$ cat config.mk
export PLATFORM = sky130hd
export DESIGN_NAME = lru_page_replacement_flat
export DESIGN_NICKNAME = d
export VERILOG_FILES = /design/src/sv/lrupr_pkg.sv /design/src/sv/lrupr_in_if.sv /design/src/sv/lrupr_out_if.sv /design/src/sv/lrupr_cell.sv /design/src/sv/lru_page_replacement.sv /design/src/flat_wrapper.sv
export SDC_FILE = /design/constraint.sdc
export NUM_CORES = 1
export LEC_CHECK = 0
export CAP_MARGIN = 20
export CORE_ASPECT_RATIO = 0.8
export CORE_UTILIZATION = 56
export CTS_CLUSTER_DIAMETER = 200
export DETAILED_ROUTE_END_ITERATION = 10
export DONT_BUFFER_PORTS = 1
export PLACE_DENSITY = 0.71
export SLEW_MARGIN = 20
export SYNTH_ARGS = -nofsm -noshare
export SYNTH_HDL_FRONTEND = slang
export SYNTH_SLANG_ARGS = --single-unit
$ cat constraint.sdc
create_clock -name i_clk -period 33.2 [get_ports i_clk]
set_clock_uncertainty 0.2 [all_clocks]
set_input_delay 3.32 -clock i_clk [delete_from_list [all_inputs] [get_ports i_clk]]
set_output_delay 3.32 -clock i_clk [all_outputs]
set_load 0.01 [all_outputs]
$ cat src/sv/lrupr_pkg.sv
`default_nettype none
package lrupr_pkg;

    localparam int FRAMES    = 8;
    localparam int PAGE_BITS = 16;
    localparam int ID_W      = (FRAMES > 1) ? $clog2(FRAMES) : 1;
    localparam int RANK_W    = ID_W;
    localparam int ACT_W     = $clog2(FRAMES + 1);
    localparam int CFG_W     = 4;
    localparam int COUNT_W   = 16;

    localparam logic [CFG_W-1:0]   CFG_RESET = CFG_W'(8);
    localparam logic [COUNT_W-1:0] FAULT_MAX = {COUNT_W{1'b1}};

    typedef logic [ID_W-1:0]      t_idx;
    typedef logic [RANK_W-1:0]    t_rank;
    typedef logic [PAGE_BITS-1:0] t_page;
    typedef logic [ACT_W-1:0]     t_act;

    typedef struct packed {
        logic  hit_found;
        t_idx  hit_idx;
        t_rank hit_rank;
        logic  empty_found;
        t_idx  empty_idx;
        logic  max_found;
        t_idx  max_idx;
        t_rank max_rank;
        t_page max_page;
    } t_chain;

    typedef struct packed {
        logic  en;
        logic  clear;
        logic  fill;
        logic  miss;
        t_idx  slot;
        t_rank limit;
        t_page page;
    } t_upd;

endpackage
`default_nettype wire

$ cat src/sv/lrupr_in_if.sv
`default_nettype none
interface lrupr_in_if;
    logic                 valid;
    logic                 ready;
    lrupr_pkg::t_page     page_number;
    logic                 last_ref;

    modport source (output valid, page_number, last_ref, input ready);
    modport sink   (input valid, page_number, last_ref, output ready);
endinterface
`default_nettype wire

$ cat src/sv/lrupr_out_if.sv
`default_nettype none
interface lrupr_out_if;
    logic                         valid;
    logic                         ready;
    logic                         hit;
    lrupr_pkg::t_idx              frame_slot;
    logic                         evicted_valid;
    lrupr_pkg::t_page             evicted_page;
    logic [lrupr_pkg::COUNT_W-1:0] fault_count;

    modport source (output valid, hit, frame_slot, evicted_valid, evicted_page, fault_count,
                    input ready);
    modport sink   (input valid, hit, frame_slot, evicted_valid, evicted_page, fault_count,
                    output ready);
endinterface
`default_nettype wire

$ cat src/sv/lrupr_cell.sv
`default_nettype none
module lrupr_cell (
    input  wire logic              i_clk,
    input  wire logic              i_rst_n,
    input  wire lrupr_pkg::t_idx   i_index,
    input  wire lrupr_pkg::t_act   i_active,
    input  wire lrupr_pkg::t_upd   i_upd,
    input  wire lrupr_pkg::t_chain i_chain,
    output lrupr_pkg::t_chain      o_chain
);

    lrupr_pkg::t_page r_page;
    logic             r_valid;
    lrupr_pkg::t_rank r_rank;

    lrupr_pkg::t_page n_page;
    logic             n_valid;
    lrupr_pkg::t_rank n_rank;

    logic active;
    logic match;
    logic sel;

    assign active = lrupr_pkg::ACT_W'(i_index) < i_active;
    assign match  = active && r_valid && (r_page == i_upd.page);
    assign sel    = (i_upd.slot == i_index);

    always_comb begin
        o_chain = i_chain;
        if (!i_chain.hit_found && match) begin
            o_chain.hit_found = 1'b1;
            o_chain.hit_idx   = i_index;
            o_chain.hit_rank  = r_rank;
        end
        if (!i_chain.empty_found && active && !r_valid) begin
            o_chain.empty_found = 1'b1;
            o_chain.empty_idx   = i_index;
        end
        if (active && (!i_chain.max_found || r_rank > i_chain.max_rank)) begin
            o_chain.max_found = 1'b1;
            o_chain.max_idx   = i_index;
            o_chain.max_rank  = r_rank;
            o_chain.max_page  = r_page;
        end
    end

    always_comb begin
        n_page  = r_page;
        n_valid = r_valid;
        n_rank  = r_rank;
        if (i_upd.en) begin
            if (i_upd.clear) begin
                n_valid = 1'b0;
                n_rank  = '0;
            end else if (sel) begin
                n_rank = '0;
                if (i_upd.miss) begin
                    n_page  = i_upd.page;
                    n_valid = 1'b1;
                end
            end else if (r_valid && (i_upd.fill || r_rank < i_upd.limit)) begin
                n_rank = r_rank + 1'b1;
            end
        end
    end

    always_ff @(posedge i_clk) begin
        r_page <= n_page;
        if (!i_rst_n) begin
            r_valid <= 1'b0;
            r_rank  <= '0;
        end else begin
            r_valid <= n_valid;
            r_rank  <= n_rank;
        end
    end

endmodule
`default_nettype wire

$ cat src/sv/lru_page_replacement.sv
// LRU page replacement unit.
// Input channel i_in carries one page reference per transaction (page_number,
// last_ref). Output channel o_out returns one result per reference: hit flag,
// frame slot, evicted page (zero when none) and the saturating fault count.
// i_cfg_we / i_cfg_data write frames_in_use; 0 acts as 1, values above the
// frame count act as the frame count. Write it only while the block is idle.
// The result is registered on the edge that accepts the reference. Throughput
// is one reference per cycle while the receiver takes each result; the frame
// cells compare all entries in parallel and the search result ripples down
// the row of cells. A reference with last_ref set clears the table and fault
// count after its result is formed. Reset empties every frame, clears the
// fault count and sets frames_in_use to 8. When the receiver stalls, the
// result is held in the output register and i_in.ready drops until it is taken.
`default_nettype none
module lru_page_replacement (
    input  wire logic                        i_clk,
    input  wire logic                        i_rst_n,
    input  wire logic                        i_cfg_we,
    input  wire logic [lrupr_pkg::CFG_W-1:0] i_cfg_data,
    lrupr_in_if.sink                         i_in,
    lrupr_out_if.source                      o_out
);

    logic [lrupr_pkg::CFG_W-1:0]   r_cfg;
    logic [lrupr_pkg::COUNT_W-1:0] r_fault;
    logic [lrupr_pkg::COUNT_W-1:0] n_fault;
    logic                          r_out_valid;
    logic                          r_hit;
    lrupr_pkg::t_idx               r_slot;
    logic                          r_ev_valid;
    lrupr_pkg::t_page              r_ev_page;
    logic [lrupr_pkg::COUNT_W-1:0] r_count;

    lrupr_pkg::t_chain chain [0:lrupr_pkg::FRAMES];
    lrupr_pkg::t_upd   upd;
    lrupr_pkg::t_act   active;
    logic              accept;
    logic              hit;
    logic              fill;
    logic              evict;
    lrupr_pkg::t_page  ev_page;
    logic [lrupr_pkg::COUNT_W-1:0] fault_inc;

    always_comb begin
        if (r_cfg == '0) begin
            active = lrupr_pkg::ACT_W'(1);
        end else if (int'(r_cfg) > lrupr_pkg::FRAMES) begin
            active = lrupr_pkg::ACT_W'(lrupr_pkg::FRAMES);
        end else begin
            active = lrupr_pkg::ACT_W'(r_cfg);
        end
    end

    assign i_in.ready = !r_out_valid || o_out.ready;
    assign accept     = i_in.valid && i_in.ready;

    assign chain[0] = '0;

    for (genvar g = 0; g < lrupr_pkg::FRAMES; g++) begin : g_cell
        lrupr_cell u_cell (
            .i_clk    (i_clk),
            .i_rst_n  (i_rst_n),
            .i_index  (lrupr_pkg::ID_W'(g)),
            .i_active (active),
            .i_upd    (upd),
            .i_chain  (chain[g]),
            .o_chain  (chain[g+1])
        );
    end

    assign hit     = chain[lrupr_pkg::FRAMES].hit_found;
    assign fill    = !hit && chain[lrupr_pkg::FRAMES].empty_found;
    assign evict   = !hit && !fill;
    assign ev_page = evict ? chain[lrupr_pkg::FRAMES].max_page : '0;

    always_comb begin
        upd.en    = accept;
        upd.clear = i_in.last_ref;
        upd.fill  = fill;
        upd.miss  = !hit;
        upd.page  = i_in.page_number;
        if (hit) begin
            upd.slot  = chain[lrupr_pkg::FRAMES].hit_idx;
            upd.limit = chain[lrupr_pkg::FRAMES].hit_rank;
        end else if (fill) begin
            upd.slot  = chain[lrupr_pkg::FRAMES].empty_idx;
            upd.limit = chain[lrupr_pkg::FRAMES].max_rank;
        end else begin
            upd.slot  = chain[lrupr_pkg::FRAMES].max_idx;
            upd.limit = chain[lrupr_pkg::FRAMES].max_rank;
        end
    end

    assign fault_inc = (!hit && r_fault != lrupr_pkg::FAULT_MAX) ? r_fault + 1'b1 : r_fault;

    always_comb begin
        n_fault = r_fault;
        if (accept) begin
            n_fault = i_in.last_ref ? '0 : fault_inc;
        end
    end

    always_ff @(posedge i_clk) begin
        if (!i_rst_n) begin
            r_cfg       <= lrupr_pkg::CFG_RESET;
            r_fault     <= '0;
            r_out_valid <= 1'b0;
        end else begin
            if (i_cfg_we) begin
                r_cfg <= i_cfg_data;
            end
            r_fault <= n_fault;
            if (accept) begin
                r_out_valid <= 1'b1;
            end else if (o_out.ready) begin
                r_out_valid <= 1'b0;
            end
        end
    end

    always_ff @(posedge i_clk) begin
        if (accept) begin
            r_hit      <= hit;
            r_slot     <= upd.slot;
            r_ev_valid <= evict;
            r_ev_page  <= ev_page;
            r_count    <= fault_inc;
        end
    end

    assign o_out.valid         = r_out_valid;
    assign o_out.hit           = r_hit;
    assign o_out.frame_slot    = r_slot;
    assign o_out.evicted_valid = r_ev_valid;
    assign o_out.evicted_page  = r_ev_page;
    assign o_out.fault_count   = r_count;

endmodule
`default_nettype wire

$ cat src/flat_wrapper.sv
// flat-port wrapper written by rule: the top's interface ports become plain ports
module lru_page_replacement_flat 
  (i_clk, i_rst_n, i_cfg_we, i_cfg_data, i_in_valid, i_in_page_number, i_in_last_ref, i_in_ready, o_out_valid, o_out_hit, o_out_frame_slot, o_out_evicted_valid, o_out_evicted_page, o_out_fault_count, o_out_ready);
  lrupr_in_if i_in_i ();
  lrupr_out_if o_out_i ();
  input  wire logic i_clk;
  input  wire logic i_rst_n;
  input  wire logic i_cfg_we;
  input  wire logic [lrupr_pkg::CFG_W-1:0] i_cfg_data;
  input wire logic [$bits(i_in_i.valid)-1:0] i_in_valid;
  input wire logic [$bits(i_in_i.page_number)-1:0] i_in_page_number;
  input wire logic [$bits(i_in_i.last_ref)-1:0] i_in_last_ref;
  output wire logic [$bits(i_in_i.ready)-1:0] i_in_ready;
  output wire logic [$bits(o_out_i.valid)-1:0] o_out_valid;
  output wire logic [$bits(o_out_i.hit)-1:0] o_out_hit;
  output wire logic [$bits(o_out_i.frame_slot)-1:0] o_out_frame_slot;
  output wire logic [$bits(o_out_i.evicted_valid)-1:0] o_out_evicted_valid;
  output wire logic [$bits(o_out_i.evicted_page)-1:0] o_out_evicted_page;
  output wire logic [$bits(o_out_i.fault_count)-1:0] o_out_fault_count;
  input wire logic [$bits(o_out_i.ready)-1:0] o_out_ready;
  assign i_in_i.valid = i_in_valid;
  assign i_in_i.page_number = i_in_page_number;
  assign i_in_i.last_ref = i_in_last_ref;
  assign i_in_ready = i_in_i.ready;
  assign o_out_valid = o_out_i.valid;
  assign o_out_hit = o_out_i.hit;
  assign o_out_frame_slot = o_out_i.frame_slot;
  assign o_out_evicted_valid = o_out_i.evicted_valid;
  assign o_out_evicted_page = o_out_i.evicted_page;
  assign o_out_fault_count = o_out_i.fault_count;
  assign o_out_i.ready = o_out_ready;
  lru_page_replacement u_core (.i_clk(i_clk), .i_rst_n(i_rst_n), .i_cfg_we(i_cfg_we), .i_cfg_data(i_cfg_data), .i_in(i_in_i), .o_out(o_out_i));
endmodule
==> impl_metrics.py <==
metrics = {
    "route": {
        "drcViolationCount": 0,
        "drt-initial-drc-count": 1195,
        "num_vias": 10790,
        "wl_per_cell_um": 22.19,
        "drt-total-wl_um": 36570,
        "dr.pass1.iters": 6,
        "final_antenna_net_count": 0,
        "routed_via_density": 6.547,
    },
    "global_routing": {
        "overflow": 0,
        "grt_pass1_wl_um": 56950,
        "grt_max_degree": 53,
        "grt_pass1_vias": 9901,
        "grt_usage": 0.3033,
        "antenna_found_initial": 0,
    },
    "cts": {
        "cts-htree-levels": 1,
        "cts.path.max_buffers": 3,
        "holdBufCountCts": 0,
        "cts-buffers-inserted": 23,
        "cts-root-buf": "clkbuf_16",
        "worstSkewPairLatency_ns": 0.53,
        "cts.sinks": 218,
        "post_cts_buffers": 0,
        "clk_pin_slew_ns": 0.06,
        "cts_resized": 0,
        "cts_tree": "done",
    },
    "floorplanning": {
        "placementRows": 49,
        "fp.coreArea_um2": 22620,
        "die-width_um": 172.5,
        "die-area_um2": 23880,
        "io_pins": 65,
        "fp.dieH_um": 138.4,
        "initial_utilization": 0.5758,
    },
    "synth": {
        "async_reset_ff_frac": 0,
        "synth_edf_count": 165,
        "synth_top_area_frac": 0.3804,
        "syn-num-nets": 1416,
        "avgSynthCellArea_um2": 9.592,
        "synth.ff_latch_count": 218,
        "synth_warnings": 0,
        "synthesis.instances": 1358,
        "synth_cell_types": 77,
        "synth_seq_area_share": 0.4618,
        "syn-cell-area_um2": 13030,
        "synth_area_leaders": "edfxtp_1, dfxtp_1, xnor2_1",
        "synth-main-ff-cell": "edfxtp_1",
        "yosys.area.top_type": "edfxtp_1",
    },
    "pwr": {
        "p_switching_mw": 0.1604,
        "p_seq_frac": 0.479,
        "p_clk_frac": 0.404,
        "cellPowerDensity_nw_per_um2": 44.98,
        "vdd_drop_max_v": 0.00004624,
        "internal_power_mw": 0.4690,
        "p_leak_nw": 4.841,
        "sw_frac_of_total": 0.2549,
        "combPwrFrac": 0.117,
    },
    "worst_setup_path": {
        "cpMostUsedCell": "ha_1",
        "worst_ep_arrival_time_ns": 15.39,
        "ff2ff_path_depth": 67,
        "crit_fanout": 38,
        "cp_data_required_time_ns": 33.45,
        "slowest_stage": "nand2_1",
        "cp-end-kind": "register",
        "rrSetupSlack_ns": 18.06,
        "r2r_end": "u_core.g_cell[1].u_cell.r_rank[2]",
        "slowest_delay_ns": 0.54,
        "r2r_start": "u_core.g_cell[0].u_cell.r_rank[2]",
        "path_class": "register to register",
        "start_kind": "register",
    },
    "layout": {
        "final_cell_mix": "edfxtp_1, nand2_1, nor2_1, a21oi_1, xnor2_1",
        "final_common_cell": "edfxtp_1",
        "nets": 1384,
        "syn_to_final_growth_pct": 7.415,
        "fin_util": 0.6185,
        "n_antenna_cell": 0,
        "drive_gt1_frac": 0.07004,
    },
    "timing": {
        "period_share": 0.4560,
        "tightest_slew_ns": 0.9545,
        "whs_ns": 0.3213,
        "hold_violations": 0,
        "final.setup.tns_ns": 0,
        "finalCriticalPeriod_ns": 15.14,
        "finalSetupViolations": 0,
        "maxSlewViolCount": 0,
        "relSlewSlack": 0.3588,
        "max_freq_mhz": 66.06,
        "fin_ws_ns": 18.06,
        "grt_setup_unrepaired": "no",
    },
    "hold_path": {
        "holdCritPathClass": "register to register",
        "worstHoldStart": "u_core.r_fault[9]",
        "holdPathEnd": "u_core.r_fault[9]",
        "hold_depth": 2,
    },
    "placed_design": {
        "io_buffers": 0,
        "place.gp.congestion": 0.9803,
        "pre_cts_slack_ns": 18.51,
        "dpl.hpwl_um": 26500,
    },
    "status": {
        "status": "complete, no violations",
    },
    "run": {
        "cap_viol_max_count": 0,
    },
}
==> cell type report <==
| class | instances | area [µm²] |
|---|---|---|
| fill | 1859 | 8631 |
| sequential | 218 | 6016 |
| tap | 306 | 382.9 |
| inverter | 34 | 127.6 |
| clock inverter | 14 | 130.1 |
| multi-input combinational | 1030 | 6593 |
| timing repair buffer | 19 | 142.6 |
| clock buffer | 27 | 600.6 |
==> synth_stat cells (all sizes together), types with 4 or more instances <==
library cell  instances
nand2               133
or2                   5
clkbuf               70
inv                  33
o211ai               45
nor2                116
nor3b                 6
nand2b               14
nor4b                 4
o21ai                52
xnor2                79
and2                  8
buf                   6
a21oi               102
edfxtp              165
nor4                 23
xor2                 66
a22oi                14
and3                 11
or3                  15
nand4                52
nor3                 25
a31oi                14
o31ai                 4
a21o                 17
mux2i                16
a211oi                8
mux2                 11
nand3                66
o22ai                13
ha                   32
a311oi               18
o21a                 20
dfxtp                53
==> kinds of logic after synthesis <==
logic type / synth area share
AO/OA/AOI/OAI: 0.1691
XOR/XNOR: 0.09749
adder cells (fa/ha/maj): 0.03074
buffers and inverters: 0.03381
flip-flops: 0.4618
multiplexers: 0.02238
AND/OR/NAND/NOR: 0.1847
==> critical path, delay by kind of cell, from the launching register on <==
family,cells,cell delay [ns]
buffers and inverters,9,1.73
muxes,7,2.15
adders and majority gates,8,2.35
and+or+nand+nor,15,2.81
DFF,1,0.45
AOI/OAI and AO/OA,28,5.34
==> power groups by stage <==
stage	Sequential [mW]	Clock (mW)	Combinational (mW)
floorplan	0.306	0	0.0583
global route	0.302	0.269	0.0804
CTS	0.301	0.258	0.0722
finish	0.302	0.254	0.0738
global placement	0.307	0	0.0711
detailed placement	0.307	0	0.0717
==> layer usage <==
metal | global-route usage | vias to the layer above | share of wire
li1 | - | 5004 | -
met2 | 0.4518 | 531 | 0.43
met1 | 0.4618 | 5201 | 0.46
met4 | 0.06438 | 0 | 0.018
met5 | 0 | - | 0
met3 | 0.04978 | 53 | 0.096
==> through the flow <==
step	area [µm²]	power, mW	cells
2_1_floorplan	13030	0.3642	1358
3_3_place_gp	13260	0.3783	1607
3_5_place_dp	13260	0.3790	1607
4_1_cts	13990	0.6315	1648
5_1_grt	13990	0.6516	1648
6_report	13990	0.6294	1648
==> sequential cells by signal, summed over array words and instances, names as in the netlist, 3 cells and up <==
name,count
u_core.g_cell.u_cell.r_page,128
u_core.g_cell.u_cell.r_rank,24
u_core.o_out.evicted_page,16
u_core.o_out.fault_count,16
u_core.r_fault,16
u_core.g_cell.u_cell.r_valid,8
u_core.r_cfg,4
u_core.o_out.frame_slot,3
==> worst max-delay path by stage <==
| stage | startpoint | end | cells after the start |
|---|---|---|---|
| 2_1_floorplan | u_core.g_cell[0].u_cell.r_rank[1] | u_core.g_cell[7].u_cell.r_rank[2] | 66 |
| 3_3_place_gp | u_core.g_cell[0].u_cell.r_rank[2] | u_core.g_cell[1].u_cell.r_rank[2] | 67 |
| 3_5_place_dp | u_core.g_cell[0].u_cell.r_rank[2] | u_core.g_cell[1].u_cell.r_rank[2] | 67 |
| 4_1_cts | u_core.g_cell[0].u_cell.r_rank[2] | u_core.g_cell[1].u_cell.r_rank[2] | 67 |
| 5_1_grt | u_core.g_cell[0].u_cell.r_rank[2] | u_core.g_cell[4].u_cell.r_rank[2] | 67 |
| 6_report | u_core.g_cell[0].u_cell.r_rank[2] | u_core.g_cell[1].u_cell.r_rank[2] | 67 |
Power figures use the tool's default switching activity.
